--- src/design/mrpt_pkg.sv ---
`timescale 1ns / 1ps

package mrpt_pkg;

    localparam int CAND_W    = 32;
    localparam int ROUNDS_W  = 6;
    localparam int SEED_W    = 32;
    localparam int DATA_W    = 32;
    localparam int ADDR_W    = 3;
    localparam int MUL_STEPS = CAND_W;
    localparam int MUL_CNT_W = $clog2(MUL_STEPS);

    localparam int XS_SHIFT_A = 13;
    localparam int XS_SHIFT_B = 17;
    localparam int XS_SHIFT_C = 5;

    localparam logic [ROUNDS_W-1:0] RESET_ROUNDS = ROUNDS_W'(10);
    localparam logic [SEED_W-1:0]   RESET_SEED   = SEED_W'(1);

    localparam logic REG_ROUNDS = 1'b0;
    localparam logic REG_SEED   = 1'b1;

    // operand routing for the shared modular multiplier
    typedef enum logic [1:0] {
        MUL_WIT  = 2'd0,   // rng mod (n-1)
        MUL_R    = 2'd1,   // acc * base mod n
        MUL_BASE = 2'd2,   // base * base mod n
        MUL_SQ   = 2'd3    // acc * acc mod n
    } mrpt_mul_sel_t;

    typedef struct packed {
        logic          we;
        logic          idx;
        logic [DATA_W-1:0] data;
    } mrpt_cfg_t;

    typedef struct packed {
        logic          load_cand;
        logic          split_init;
        logic          split_step;
        logic          round_clear;
        logic          round_inc;
        logic          rng_step;
        logic          mul_start;
        mrpt_mul_sel_t mul_sel;
        logic          wit_load;
        logic          acc_from_mul;
        logic          base_from_mul;
        logic          e_shift;
        logic          sq_init;
        logic          sq_step;
        logic          set_verdict;
        logic          verdict;
        logic          load_out;
    } mrpt_cmd_t;

    typedef struct packed {
        logic trivial;
        logic trivial_val;
        logic m_even;
        logic rounds_done;
        logic mul_done;
        logic e_zero;
        logic e_lsb;
        logic sq_done;
        logic acc_one;
        logic sq_bad;
    } mrpt_stat_t;

endpackage

--- src/design/mrpt_mulmod.sv ---
`timescale 1ns / 1ps

module mrpt_mulmod #(
    parameter int VALUE_BITS = 31
) (
    input  logic                           clk,
    input  logic                           rst_n,
    input  logic                           start,
    input  logic [VALUE_BITS-1:0]          modulus,
    input  logic [VALUE_BITS-1:0]          op_a,
    input  logic [mrpt_pkg::CAND_W-1:0]    op_b,
    output logic                           done,
    output logic [VALUE_BITS-1:0]          result
);
    import mrpt_pkg::*;

    logic                  busy_reg, busy_next;
    logic                  done_reg, done_next;
    logic [MUL_CNT_W-1:0]  cnt_reg, cnt_next;
    logic [VALUE_BITS-1:0] mod_reg, mod_next;
    logic [VALUE_BITS-1:0] a_reg, a_next;
    logic [CAND_W-1:0]     b_reg, b_next;
    logic [VALUE_BITS-1:0] r_reg, r_next;

    logic [VALUE_BITS:0] dbl, dbl_red, sum, sum_red, mod_ext;

    // Horner step, MSB of b first: r = 2r + bit*a, both reduced by one subtract
    always_comb
    begin
        mod_ext = {1'b0, mod_reg};
        dbl     = {r_reg, 1'b0};
        dbl_red = (dbl >= mod_ext) ? dbl - mod_ext : dbl;
        sum     = dbl_red + (b_reg[CAND_W-1] ? {1'b0, a_reg} : '0);
        sum_red = (sum >= mod_ext) ? sum - mod_ext : sum;
    end

    always_comb
    begin
        busy_next = busy_reg;
        done_next = 1'b0;
        cnt_next  = cnt_reg;
        mod_next  = mod_reg;
        a_next    = a_reg;
        b_next    = b_reg;
        r_next    = r_reg;
        if (start)
        begin
            busy_next = 1'b1;
            cnt_next  = '0;
            mod_next  = modulus;
            a_next    = op_a;
            b_next    = op_b;
            r_next    = '0;
        end
        else if (busy_reg)
        begin
            r_next   = sum_red[VALUE_BITS-1:0];
            b_next   = {b_reg[CAND_W-2:0], 1'b0};
            cnt_next = cnt_reg + 1'b1;
            if (cnt_reg == MUL_CNT_W'(MUL_STEPS - 1))
            begin
                busy_next = 1'b0;
                done_next = 1'b1;
            end
        end
    end

    always_ff @(posedge clk or negedge rst_n)
    begin
        if (!rst_n)
        begin
            busy_reg <= 1'b0;
            done_reg <= 1'b0;
            cnt_reg  <= '0;
        end
        else
        begin
            busy_reg <= busy_next;
            done_reg <= done_next;
            cnt_reg  <= cnt_next;
        end
    end

    always_ff @(posedge clk)
    begin
        mod_reg <= mod_next;
        a_reg   <= a_next;
        b_reg   <= b_next;
        r_reg   <= r_next;
    end

    assign done   = done_reg;
    assign result = r_reg;

endmodule

--- src/design/mrpt_dp.sv ---
`timescale 1ns / 1ps

module mrpt_dp #(
    parameter int VALUE_BITS = 31
) (
    input  logic                          clk,
    input  logic                          rst_n,
    input  mrpt_pkg::mrpt_cfg_t           cfg,
    output logic [mrpt_pkg::DATA_W-1:0]   cfg_rdata,
    input  logic [mrpt_pkg::CAND_W-1:0]   candidate,
    input  mrpt_pkg::mrpt_cmd_t           cmd,
    output mrpt_pkg::mrpt_stat_t          stat,
    output logic                          is_prime
);
    import mrpt_pkg::*;

    localparam int VB = VALUE_BITS;
    localparam int KW = $clog2(VB);

    logic [ROUNDS_W-1:0] rounds_reg, rounds_next;
    logic [SEED_W-1:0]   seed_reg, seed_next;
    logic [SEED_W-1:0]   rng_reg, rng_next;
    logic [ROUNDS_W-1:0] rcnt_reg, rcnt_next;
    logic [CAND_W-1:0]   cand_reg, cand_next;
    logic [VB-1:0]       m_reg, m_next;
    logic [KW-1:0]       k_reg, k_next;
    logic [KW-1:0]       j_reg, j_next;
    logic [VB-1:0]       base_reg, base_next;
    logic [VB-1:0]       acc_reg, acc_next;
    logic [VB-1:0]       e_reg, e_next;
    logic                verdict_reg, verdict_next;
    logic                is_prime_reg, is_prime_next;

    logic [VB-1:0]       n_val, n_m1;
    logic                too_big;
    logic [SEED_W-1:0]   xs1, xs2, xs3;

    logic [VB-1:0]       mul_mod, mul_a;
    logic [CAND_W-1:0]   mul_b;
    logic                mul_done;
    logic [VB-1:0]       mul_res;

    assign n_val   = cand_reg[VB-1:0];
    assign n_m1    = n_val - VB'(1);
    assign too_big = |cand_reg[CAND_W-1:VB];

    assign xs1 = rng_reg ^ (rng_reg << XS_SHIFT_A);
    assign xs2 = xs1 ^ (xs1 >> XS_SHIFT_B);
    assign xs3 = xs2 ^ (xs2 << XS_SHIFT_C);

    always_comb
    begin
        case (cmd.mul_sel)
            MUL_WIT:
            begin
                mul_mod = n_m1;
                mul_a   = VB'(1);
                mul_b   = rng_reg;
            end
            MUL_R:
            begin
                mul_mod = n_val;
                mul_a   = base_reg;
                mul_b   = CAND_W'(acc_reg);
            end
            MUL_BASE:
            begin
                mul_mod = n_val;
                mul_a   = base_reg;
                mul_b   = CAND_W'(base_reg);
            end
            MUL_SQ:
            begin
                mul_mod = n_val;
                mul_a   = acc_reg;
                mul_b   = CAND_W'(acc_reg);
            end
            default:
            begin
                mul_mod = n_val;
                mul_a   = acc_reg;
                mul_b   = CAND_W'(acc_reg);
            end
        endcase
    end

    mrpt_mulmod #(
        .VALUE_BITS (VB)
    ) u_mulmod (
        .clk     (clk),
        .rst_n   (rst_n),
        .start   (cmd.mul_start),
        .modulus (mul_mod),
        .op_a    (mul_a),
        .op_b    (mul_b),
        .done    (mul_done),
        .result  (mul_res)
    );

    always_comb
    begin
        stat.trivial     = too_big || (n_val == VB'(2)) || (n_val[VB-1:1] == '0)
                           || !n_val[0];
        stat.trivial_val = !too_big && (n_val == VB'(2));
        stat.m_even      = !m_reg[0];
        stat.rounds_done = (rcnt_reg == rounds_reg);
        stat.mul_done    = mul_done;
        stat.e_zero      = (e_reg == '0);
        stat.e_lsb       = e_reg[0];
        stat.sq_done     = (j_reg == k_reg);
        stat.acc_one     = (acc_reg == VB'(1));
        // nontrivial square root of one
        stat.sq_bad      = (mul_res == VB'(1)) && (acc_reg != VB'(1))
                           && (acc_reg != n_m1);
    end

    always_comb
    begin
        rounds_next   = rounds_reg;
        seed_next     = seed_reg;
        rng_next      = rng_reg;
        rcnt_next     = rcnt_reg;
        cand_next     = cand_reg;
        m_next        = m_reg;
        k_next        = k_reg;
        j_next        = j_reg;
        base_next     = base_reg;
        acc_next      = acc_reg;
        e_next        = e_reg;
        verdict_next  = verdict_reg;
        is_prime_next = is_prime_reg;

        if (cfg.we)
        begin
            if (cfg.idx == REG_ROUNDS)
            begin
                rounds_next = cfg.data[ROUNDS_W-1:0];
            end
            else
            begin
                seed_next = cfg.data[SEED_W-1:0];
                rng_next  = cfg.data[SEED_W-1:0];
            end
        end
        if (cmd.rng_step)
            rng_next = xs3;
        if (cmd.load_cand)
            cand_next = candidate;
        if (cmd.split_init)
        begin
            m_next = n_m1;
            k_next = '0;
        end
        if (cmd.split_step)
        begin
            m_next = m_reg >> 1;
            k_next = k_reg + 1'b1;
        end
        if (cmd.round_clear)
            rcnt_next = '0;
        if (cmd.round_inc)
            rcnt_next = rcnt_reg + 1'b1;
        if (cmd.wit_load)
        begin
            base_next = mul_res + VB'(1);
            acc_next  = VB'(1);
            e_next    = m_reg;
        end
        if (cmd.acc_from_mul)
            acc_next = mul_res;
        if (cmd.base_from_mul)
            base_next = mul_res;
        if (cmd.e_shift)
            e_next = e_reg >> 1;
        if (cmd.sq_init)
            j_next = '0;
        if (cmd.sq_step)
        begin
            acc_next = mul_res;
            j_next   = j_reg + 1'b1;
        end
        if (cmd.set_verdict)
            verdict_next = cmd.verdict;
        if (cmd.load_out)
            is_prime_next = verdict_reg;
    end

    always_ff @(posedge clk or negedge rst_n)
    begin
        if (!rst_n)
        begin
            rounds_reg <= RESET_ROUNDS;
            seed_reg   <= RESET_SEED;
            rng_reg    <= RESET_SEED;
        end
        else
        begin
            rounds_reg <= rounds_next;
            seed_reg   <= seed_next;
            rng_reg    <= rng_next;
        end
    end

    always_ff @(posedge clk)
    begin
        rcnt_reg     <= rcnt_next;
        cand_reg     <= cand_next;
        m_reg        <= m_next;
        k_reg        <= k_next;
        j_reg        <= j_next;
        base_reg     <= base_next;
        acc_reg      <= acc_next;
        e_reg        <= e_next;
        verdict_reg  <= verdict_next;
        is_prime_reg <= is_prime_next;
    end

    assign cfg_rdata = (cfg.idx == REG_ROUNDS) ? DATA_W'(rounds_reg) : DATA_W'(seed_reg);
    assign is_prime  = is_prime_reg;

endmodule

--- config.mk ---
export PLATFORM = sky130hd
export DESIGN_NAME = mrpt_dp
export DESIGN_NICKNAME = d
export VERILOG_FILES = /design/src/design/mrpt_pkg.sv /design/src/design/mrpt_mulmod.sv /design/src/design/mrpt_dp.sv
export SDC_FILE = /design/constraint.sdc
export NUM_CORES = 1
export LEC_CHECK = 0
export ABC_AREA = 1
export BUFFER_PORTS_ARGS = -buffer_cell sky130_fd_sc_hd__buf_2
export CORE_MARGIN = 2
export CORE_UTILIZATION = 43
export DETAILED_ROUTE_END_ITERATION = 10
export PLACE_DENSITY_LB_ADDON = 0.15
export SYNTH_ARGS = -nofsm -noshare
export SYNTH_HDL_FRONTEND = slang
export SYNTH_HIERARCHICAL = 1
export SYNTH_SLANG_ARGS = --single-unit
--- constraint.sdc ---
create_clock -name clk -period 6.7 [get_ports clk]
set_input_delay 0.67 -clock clk [delete_from_list [all_inputs] [get_ports clk]]
set_output_delay 0.67 -clock clk [all_outputs]
set_load 0.005 [all_outputs]
==> Yosys cells after proc, flatten, opt, wreduce, memory -nomap -nowiden <==
Cells that the tools add are included.
{ "op_classes": {"add_sub_neg": 9, "n_lt_le_gt_ge": 2, "eq_ne": 11, "mux": 35, "bitwise_logic": 4, "reduce_logical": 27} }
{ "op_table": {"columns": ["cell", "count"], "rows": [
  ["$mux W32", 7],
  ["$mux W31", 7],
  ["$mux W30", 4],
  ["$pmux W32 S3", 1],
  ["$pmux W31 S3", 1],
  ["$ge A32 B31 Y1", 2],
  ["$xor A32 B32 Y32", 2],
  ["$eq A31 B1 Y1 const B", 2],
  ["$pmux W31 S2", 1],
  ["$add A32 B31 Y32", 1],
  ["$sub A32 B31 Y32", 1],
  ["$xor A32 B15 Y32", 1],
  ["$add A31 B1 Y31 const B", 1],
  ["$eq A31 B2 Y1 const B", 1],
  ["$logic_not A31 Y1", 1],
  ["$ne A31 B1 Y1 const B", 1],
  ["$ne A31 B31 Y1", 1],
  ["$sub A31 B1 Y31 const B", 1],
  ["$sub A31 B31 Y31", 1],
  ["$logic_not A30 Y1", 1],
  ["$mux W5", 6],
  ["$reduce_bool A2 Y1", 8],
  ["$add A5 B1 Y5 const B", 3],
  ["$mux W6", 2],
  ["other kinds (16)", 31]
]} }
{ "word_totals": {"register_bits": 376, "out_inout_bits": 43, "wordCells": 110} }

==> Logic depth before layout (Yosys ltp) <==
Gate-level depths: netlist of the first run.
{ "depth": {"ltp_word": 5, "ltp_mapped": 43, "mapped_depth_nobuf": 41} }

==> Modules after synthesis <==
The synthesis of the first run kept the hierarchy.
{ "modules_own_cells": {"columns": ["mod", "instances", "cells_each", "area_each_um2", "seq_area_each_um2"], "rows": [
  ["mrpt_dp", 1, 1740, 14119.8, 6961.7],
  ["mrpt_mulmod", 1, 1654, 11292.1, 3618.5]
]} }

==> Least setup slack after synthesis of the first run <==
OpenSTA, ideal clock, no wires.
{ "synth_timing": {"path_kind": "flip-flop to flip-flop", "start": "reg u_mulmod.r_reg[0] (netlist: u_mulmod/result[0])", "end": "reg u_mulmod.r_reg[0] (netlist: u_mulmod/result[0])", "setup_ns": 0.114, "arrival_ns": 4.805, "setup_slack_ns": 1.782, "path_stages_with_launch": 36, "n_path_buf": 2, "cell_sequence": "dfxtp_1 > fa_1 > nand3_1 > nand2_1 > nand2_1 > nand2_1 > nand2_1 > nand3_1 > nand2_1 > nand2_2 > clkbuf_1 > o21ai_0 > inv_1 > fa_1 > o21ai_1 > a21boi_0 > o21ai_0 > nand2_1 > nand2_1 > nand2_1 > nand2_1 > inv_1 > ha_1 > nand2_1 > inv_1 > a21oi_1 > nand2_1 > nor2_1 > nand3_1 > nand2_1 > nand2_1 > nand2_1 > buf_2 > nand4_1 > nand3_1 > nand2_1"} }
{ "synth_via": {"elab_chain_cells": 5} }
{ "synth_rtl": {"columns": ["element", "line", "rtl"], "rows": [
  ["start: declaration", "mrpt_mulmod.sv:23", "logic [VALUE_BITS-1:0] r_reg, r_next;"],
  ["start signal: assignment", "mrpt_mulmod.sv:89", "r_reg <= r_next;"],
  ["$sub A32 B31 Y32 or $ge A32 B31 Y1 (tied branches)", "mrpt_mulmod.sv:32", "dbl_red = (dbl >= mod_ext) ? dbl - mod_ext : dbl;"],
  ["$mux W32 *", "mrpt_mulmod.sv:32", null],
  ["$add A32 B31 Y32 *", "mrpt_mulmod.sv:33", "sum = dbl_red + (b_reg[CAND_W-1] ? {1'b0, a_reg} : '0);"],
  ["$ge A32 B31 Y1 or $sub A31 B31 Y31 (tied branches)", "mrpt_mulmod.sv:34", "sum_red = (sum >= mod_ext) ? sum - mod_ext : sum;"],
  ["$mux W31 *", "mrpt_mulmod.sv:34", null]
]} }
Every way passes the cells marked *; elsewhere a longest branch is shown, timed or not.
A chain may end at the register's enable or synchronous reset.

==> Final worst setup path of the first run <==
{ "layout_timing": {"start": "reg u_mulmod.mod_reg[14]", "end": "reg u_mulmod.r_reg[23] (netlist: u_mulmod/result[23])"} }
{ "layout_via": {"elab_chain_cells": 5} }
{ "layout_rtl": {"columns": ["element", "line", "rtl"], "rows": [
  ["start: declaration", "mrpt_mulmod.sv:20", "logic [VALUE_BITS-1:0] mod_reg, mod_next;"],
  ["start signal: assignment", "mrpt_mulmod.sv:86", "mod_reg <= mod_next;"],
  ["$sub A32 B31 Y32 or $ge A32 B31 Y1 (tied branches)", "mrpt_mulmod.sv:32", null],
  ["$mux W32", "mrpt_mulmod.sv:32", null],
  ["$add A32 B31 Y32", "mrpt_mulmod.sv:33", null],
  ["$sub A31 B31 Y31 or $ge A32 B31 Y1 (tied branches)", "mrpt_mulmod.sv:34", null],
  ["$mux W31 *", "mrpt_mulmod.sv:34", null]
]} }
Marks and branches as above.

==> summary.md, run 1 <==
| Metric | Value |
|---|---|
| Detail Placement HPWL | 67000 um |
| GR Overflow Total | 0 |
| Layout cells sized above 1 | 0.0885 |
| Finished Core Util | 0.487 |
| Die area | 61100 um2 |
| Syn_nets | 3589 |
| Postcts setup bufs | 0 |
| Slowest stage delay, CP | 0.40 ns |
| Most frequent cell on the critical path | nand2_1 |
| FMAX | 159 MHz |
| Vias | 23200 |
| Worst-path fanout max | 15 |
| YS warnings | 6 |
| Period utilization | 0.941 |
| Post-synthesis register bit count | 376 |
| Final nets | 3717 |
| Die Y | 247 um |
| CORE AREA | 58700 um2 |
| M1 GR Usage | 0.395 |
| I/O Pins | 129 |
| Tot GR Track Use | 0.279 |
| Root Buffer Master | clkbuf_16 |
| IO buf count | 128 |
| Synth top area share | 0.314 |
| Type of the worst setup path | reg -> reg |
| Area post-placement | 27100 um2 |
| EDFF count, synth | 266 |
| Initial Utilization | 0.433 |
| H-tree Lvls | 2 |
| Arr. time, crit path | 6.78 ns |
| Post-synthesis sequential area ratio | 0.416 |
| Routed WL | 86000 um |
| Clock tree from TritonCTS | done |
| Clock Latency Late Sink | 0.59 ns |
| Outcome | complete, no violations |
| Synth area leaders | edfxtp_1, nand2_1, dfrtp_1, inv_1, ha_1 |
| Post-synth ARST share | 0.205 |
| Detailed-route wire length per cell | 19.8 um |
| Routed Antenna Nets | 0 |
| Fin Setup TNS | 0 ns |
| Gate Count Post-Synth | 3394 |
| Final Skew | 0.0114 ns |
| Pwr Density | 520 nW/um2 |
| Rows | 89 |
| Synth cell count leaders | nand2_1, inv_1, edfxtp_1 |
| Startpoint Class | register |
| GRT busiest layer | met2 |
| Area grow syn2layout | 12.4% |
| Max Transition Viols Final | 0 |
| Grt met2 use | 0.439 |
| Hold Vio Cnt, Final | 0 |
| Clock sinks | 376 |
| Initial antenna violation count | 2 |
| Fin area | 28600 um2 |
| CP endpoint kind | register |
| DRT Pass-1 Iters | 8 |
| First-pass GRT wire length | 129000 um |
| Max stage delay cell, worst path | ha_1 |
| Mean Syn Cell Area | 7.49 um2 |
| 1st-iter DRT viols | 2261 |
| Cell type with the largest total area after synthesis | edfxtp_1 |
| Die Wd | 247 um |
| Largest net degree at the start of global routing | 82 |
| Count leader, synth | nand2_1 |
| Grt met3 use | 0.0323 |
| Post-route insts no fill | 4332 |
| Max_cap viols | 0 |
| CTS max path bufs | 3 |
| Placed Instances | 4249 |
| Drt drc | 0 |
| Slew margin rel. | 0.196 |
| Req. time, crit path | 7.17 ns |
| Final Power | 0.0148 W |
| LEAKAGE | 13.9 nW |
| Synth Flop Type | edfxtp_1 |
| CTS buffer count | 44 |
| Worst min-delay path class | in -> async |
| Fin crit period | 6.30 ns |
| Post-synth cell types | 56 |
| Clk slew on worst S/H paths | 0.07 ns |
| Post-Syn Area | 25400 um2 |
| # setup viols final | 0 |
| Global placement routability congestion | 0.986 |
| Peak supply drop | 0.346 mV |
| RSZ-0062 raised after global routing | false |
| Drt via density | 5.36 |
| Slew @ Worst Pin | 1.19 ns |
| Vias in the first global route | 21600 |
## cells in the final DEF, fill, tap and decap left out, drive strengths merged, types with 13 or more instances in the layout
| cell | count |
|---|---|
| nand3b | 18 |
| o21bai | 18 |
| edfxtp | 266 |
| o21ai | 189 |
| nor3 | 40 |
| clkinv | 13 |
| nor2 | 253 |
| a221oi | 21 |
| buf | 188 |
| dfxtp | 33 |
| nand2 | 1144 |
| a21oi | 173 |
| inv | 452 |
| xnor2 | 61 |
| nand4 | 66 |
| dfrtp | 73 |
| clkbuf | 63 |
| nor4 | 26 |
| ha | 106 |
| xor2 | 105 |
| nand3 | 158 |
## path summary, 6_finish.rpt
path | startpoint | end | slack (ns) | depth (start not counted)
max | u_mulmod/mod_reg[14] | u_mulmod/result[23] | 0.40 | 35
min | rst_n | seed_reg[10] | 0.23 | 1
max reg2reg | u_mulmod/mod_reg[14] | u_mulmod/result[23] | 0.40 | 35
min reg2reg | verdict_reg | is_prime | 0.43 | 0
max in group asynchronous | rst_n | rng_reg[11] | 5.80 | 1
min in group clk | candidate[11] | cand_reg[11] | 0.25 | 1
## timing repair
| item | in CTS | in global routing |
|---|---|---|
| hold buffers | 0 | 0 |
| endpoints found under the setup margin | 0 | 31 |
| endpoints found under the hold margin | 0 | 0 |
| resized for setup | 0 | 11 |
## routing by layer
metal  up-vias  wire length [um]  share of wire
li1      11400                 -              -
met1     10900             39200           0.46
met2       818             38300           0.45
met3       164              5270          0.061
met4         2              3230          0.038
met5         -                11        0.00013
## metrics by stage
| stage | hold WS, ns | worst slack (ns) |
|---|---|---|
| after floorplan | 0.374 | 1.78 |
| after global placement | 0.404 | 0.244 |
| after detailed placement | 0.414 | 0.379 |
| after CTS | 0.225 | 0.336 |
| after global routing | 0.229 | 0.00669 |
| final | 0.232 | 0.396 |
## worst max-delay path, delay by kind of cell (launching register included)
family / cells / cell delay [ns]
and+or+nand+nor: 19 / 2.25
AOI/OAI and AO/OA: 5 / 1.25
adders and majority gates: 3 / 1.08
buffers and inverters: 6 / 0.75
xor gates and xnor gates: 2 / 0.52
DFF: 1 / 0.32
## report_power, final
part / total (W) / internal (W) / switching (W)
clock network: 0.00244 / 0.00139 / 0.00105
registers: 0.00369 / 0.00313 / 0.000565
logic: 0.00870 / 0.00303 / 0.00567
total: 0.0148 / 0.00755 / 0.00729
## logic make-up (layout without fill, tap and decap cells)
family	count (synthesis)	count (layout)	synth area share
other	0	1	0
buffers and inverters	555	719	0.0839
and+or+nand+nor	1722	1722	0.284
AOI/OAI and AO/OA	465	465	0.103
xor gates and xnor gates	167	167	0.0584
DFF	376	376	0.416
adders and majority gates	109	109	0.0546
## cell type report
cell class                 count  area (um2)
inverter                     449        1690
timing repair buffer         188        1120
clock buffer                  63        1280
multi-input combinational   2463       12800
sequential                   376       10600
clock inverter                19         169
antenna                        1        2.50
fill                        5961       30100
tap                          773         967
Note: power is estimated with default switching activity, not from simulation.
==> run 2, diff against run 1 <==
Settings changed: CORE_ASPECT_RATIO set to 1.1.
==> run 2 against run 1 <==
Against the previous run: utilization grew 0.45 points; non-clock buffer count grew 12; combinational power grew 6.2%; sequential share of layout area shrank 0.25 points; die area is essentially flat; flip-flop and latch count is the same; critical path type unchanged; global-route usage grew 0.93 points; maximum frequency grew 0.58%; first-iteration DRC count grew 12%.
==> summary.md, run 2 (synthesis gave the netlist of run 1 again) <==
| Metric | Value |
|---|---|
| Outcome | complete, no violations |
| Switching share of power | 0.494 |
| Area grow syn2layout | 13.1% |
| Reg area | 10600 um2 |
| Vias in the first global route | 22200 |
| Most common cell after layout, fill and taps aside | nand2_1 |
| Internal cell power | 0.00777 W |
| Worst setup margin | 0.433 ns |
| Clock tree from TritonCTS | done |
| Fillers | 5893 |
| Arr. time, crit path | 6.74 ns |
| Initial antenna violation count | 1 |
| Peak supply drop | 0.358 mV |
| Grt met3 use | 0.0365 |
| H-tree Lvls | 2 |
| Layout cells sized above 1 | 0.0941 |
| Final Skew | 0.0162 ns |
| LEAKAGE | 14.0 nW |
| Clock Latency Late Sink | 0.58 ns |
| M1 GR Usage | 0.389 |
| CTS max path bufs | 3 |
| I/O Pins | 129 |
| Root Buffer Master | clkbuf_16 |
| Req. time, crit path | 7.17 ns |
| Routed Antenna Nets | 0 |
| First-pass GRT wire length | 134000 um |
| RSZ-0062 raised after global routing | false |
| DRT Pass-1 Iters | 5 |
| Drt drc | 0 |
| Slowest stage delay, CP | 0.47 ns |
| Initial Utilization | 0.434 |
| FMAX | 160 MHz |
| Commonest cells after routing, fill and taps aside | nand2_1, inv_1, edfxtp_1 |
| Most frequent cell on the critical path | nand2_1 |
| Die area | 61100 um2 |
| Combinational share of power | 0.601 |
| Period utilization | 0.935 |
| 1st-iter DRT viols | 2541 |
| GRT busiest layer | met2 |
| Detailed-route wire length per cell | 20.6 um |
| Global placement routability congestion | 1.03 |
| Grt met2 use | 0.464 |
| Hold Vio Cnt, Final | 0 |
| Worst min-delay path class | in -> reg |
| Worst slack at placement | 0.282 ns |
| Detail Placement HPWL | 70300 um |
| GR Overflow Total | 0 |
| Sw Pwr | 0.00759 W |
| Multi-input logic area | 12800 um2 |
| Clock sinks | 376 |
| Final nets | 3730 |
| Slew margin rel. | 0.278 |
| Max Transition Viols Final | 0 |
| CP endpoint kind | register |
| Flop pwr share | 0.237 |
| Largest net degree at the start of global routing | 73 |
| Pwr Density | 534 nW/um2 |
| Die Wd | 236 um |
| Die Y | 259 um |
| CORE AREA | 58500 um2 |
| Vias | 23400 |
| Type of the worst setup path | reg -> reg |
| Slew @ Worst Pin | 1.08 ns |
| Fin area | 28700 um2 |
| IO buf count | 128 |
| CTS buffer count | 45 |
| Max_cap viols | 0 |
| # setup viols final | 0 |
| Drt via density | 5.40 |
| Clk slew on worst S/H paths | 0.06 ns |
| Clock power share | 0.161 |
| Startpoint Class | register |
| Area post-placement | 27200 um2 |
| Routed WL | 89200 um |
| Worst-path fanout max | 22 |
| Rows | 93 |
| Tot GR Track Use | 0.289 |
| Max stage delay cell, worst path | fa_1 |
| Fin crit period | 6.27 ns |
## run 2: changes by cell type in the layout (fill, tap and decap cells not counted), sizes merged
cell         before  now
clkinv           13   12
dlygate4sd3       0    1
bufinv            1    2
inv             452  450
clkbuf           63   67
buf             188  199
## run 2: what timing repair did
action                                  4_1_cts  5_1_grt
hold buffers                                  1        0
gates resized for setup                       0       25
endpoints found under the hold margin         8        0
buffers inserted                              0        0
endpoints found under the setup margin        0       31
## run 2: metrics by stage
step	instances	util	TNS (ns)	total power (W)	hold slack [ns]
finish	4333	0.491	0	0.0154	0.264
global placement	4247	0.464	-0.0195	0.0127	0.402
detailed placement	4247	0.464	0	0.0126	0.407
floorplan	3394	-	0	0.00951	0.374
CTS	4332	0.490	0	0.0152	0.243
global route	4332	0.491	0	0.0164	0.254
## run 2: worst paths after layout
| path | startpoint | to | slack, ns | cells after the start |
|---|---|---|---|---|
| worst min register to register | verdict_reg | is_prime | 0.42 | 0 |
| max in group asynchronous | rst_n | seed_reg[27] | 5.12 | 3 |
| worst max-delay path | u_mulmod/mod_reg[0] | u_mulmod/result[23] | 0.43 | 35 |
| min in group asynchronous | rst_n | rounds_reg[2] | 0.47 | 2 |
| worst min-delay path | candidate[10] | cand_reg[10] | 0.26 | 1 |
| worst max register to register | u_mulmod/mod_reg[0] | u_mulmod/result[23] | 0.43 | 35 |
## run 2: area by class of cell
type,count,share of cell area
Clock buffer,67,0.0470
Multi-Input combinational cell,2463,0.445
Inverter,449,0.0588
Antenna cell,1,0.0000870
Clock inverter,17,0.00514
Timing Repair Buffer,200,0.0427
Tap cell,760,0.0331
Sequential cell,376,0.368
## run 2: power groups by stage
stage | combinational (W) | sequential [W] | clock, W
after floorplan | 0.00600 | 0.00350 | 0
after global placement | 0.00900 | 0.00367 | 0
after detailed placement | 0.00895 | 0.00367 | 0
after CTS | 0.00900 | 0.00363 | 0.00252
after global routing | 0.0101 | 0.00369 | 0.00261
final | 0.00924 | 0.00365 | 0.00248
## run 2: routing by layer
layer | share of wire | vias up | wire, um
met5 | 0.00020 | - | 18
met4 | 0.051 | 2 | 4570
met3 | 0.066 | 191 | 5900
met2 | 0.45 | 929 | 40200
met1 | 0.43 | 10900 | 38500
li1 | - | 11400 | -
## run 2: worst max-delay path: cells and delay by family (launching register included)
family,cells,cell delay (ns)
xor+xnor,2,0.64
flops,1,0.39
simple gates,19,2.01
fa+ha+maj,4,1.28
compound gates,4,0.87
buf+inv,6,0.94
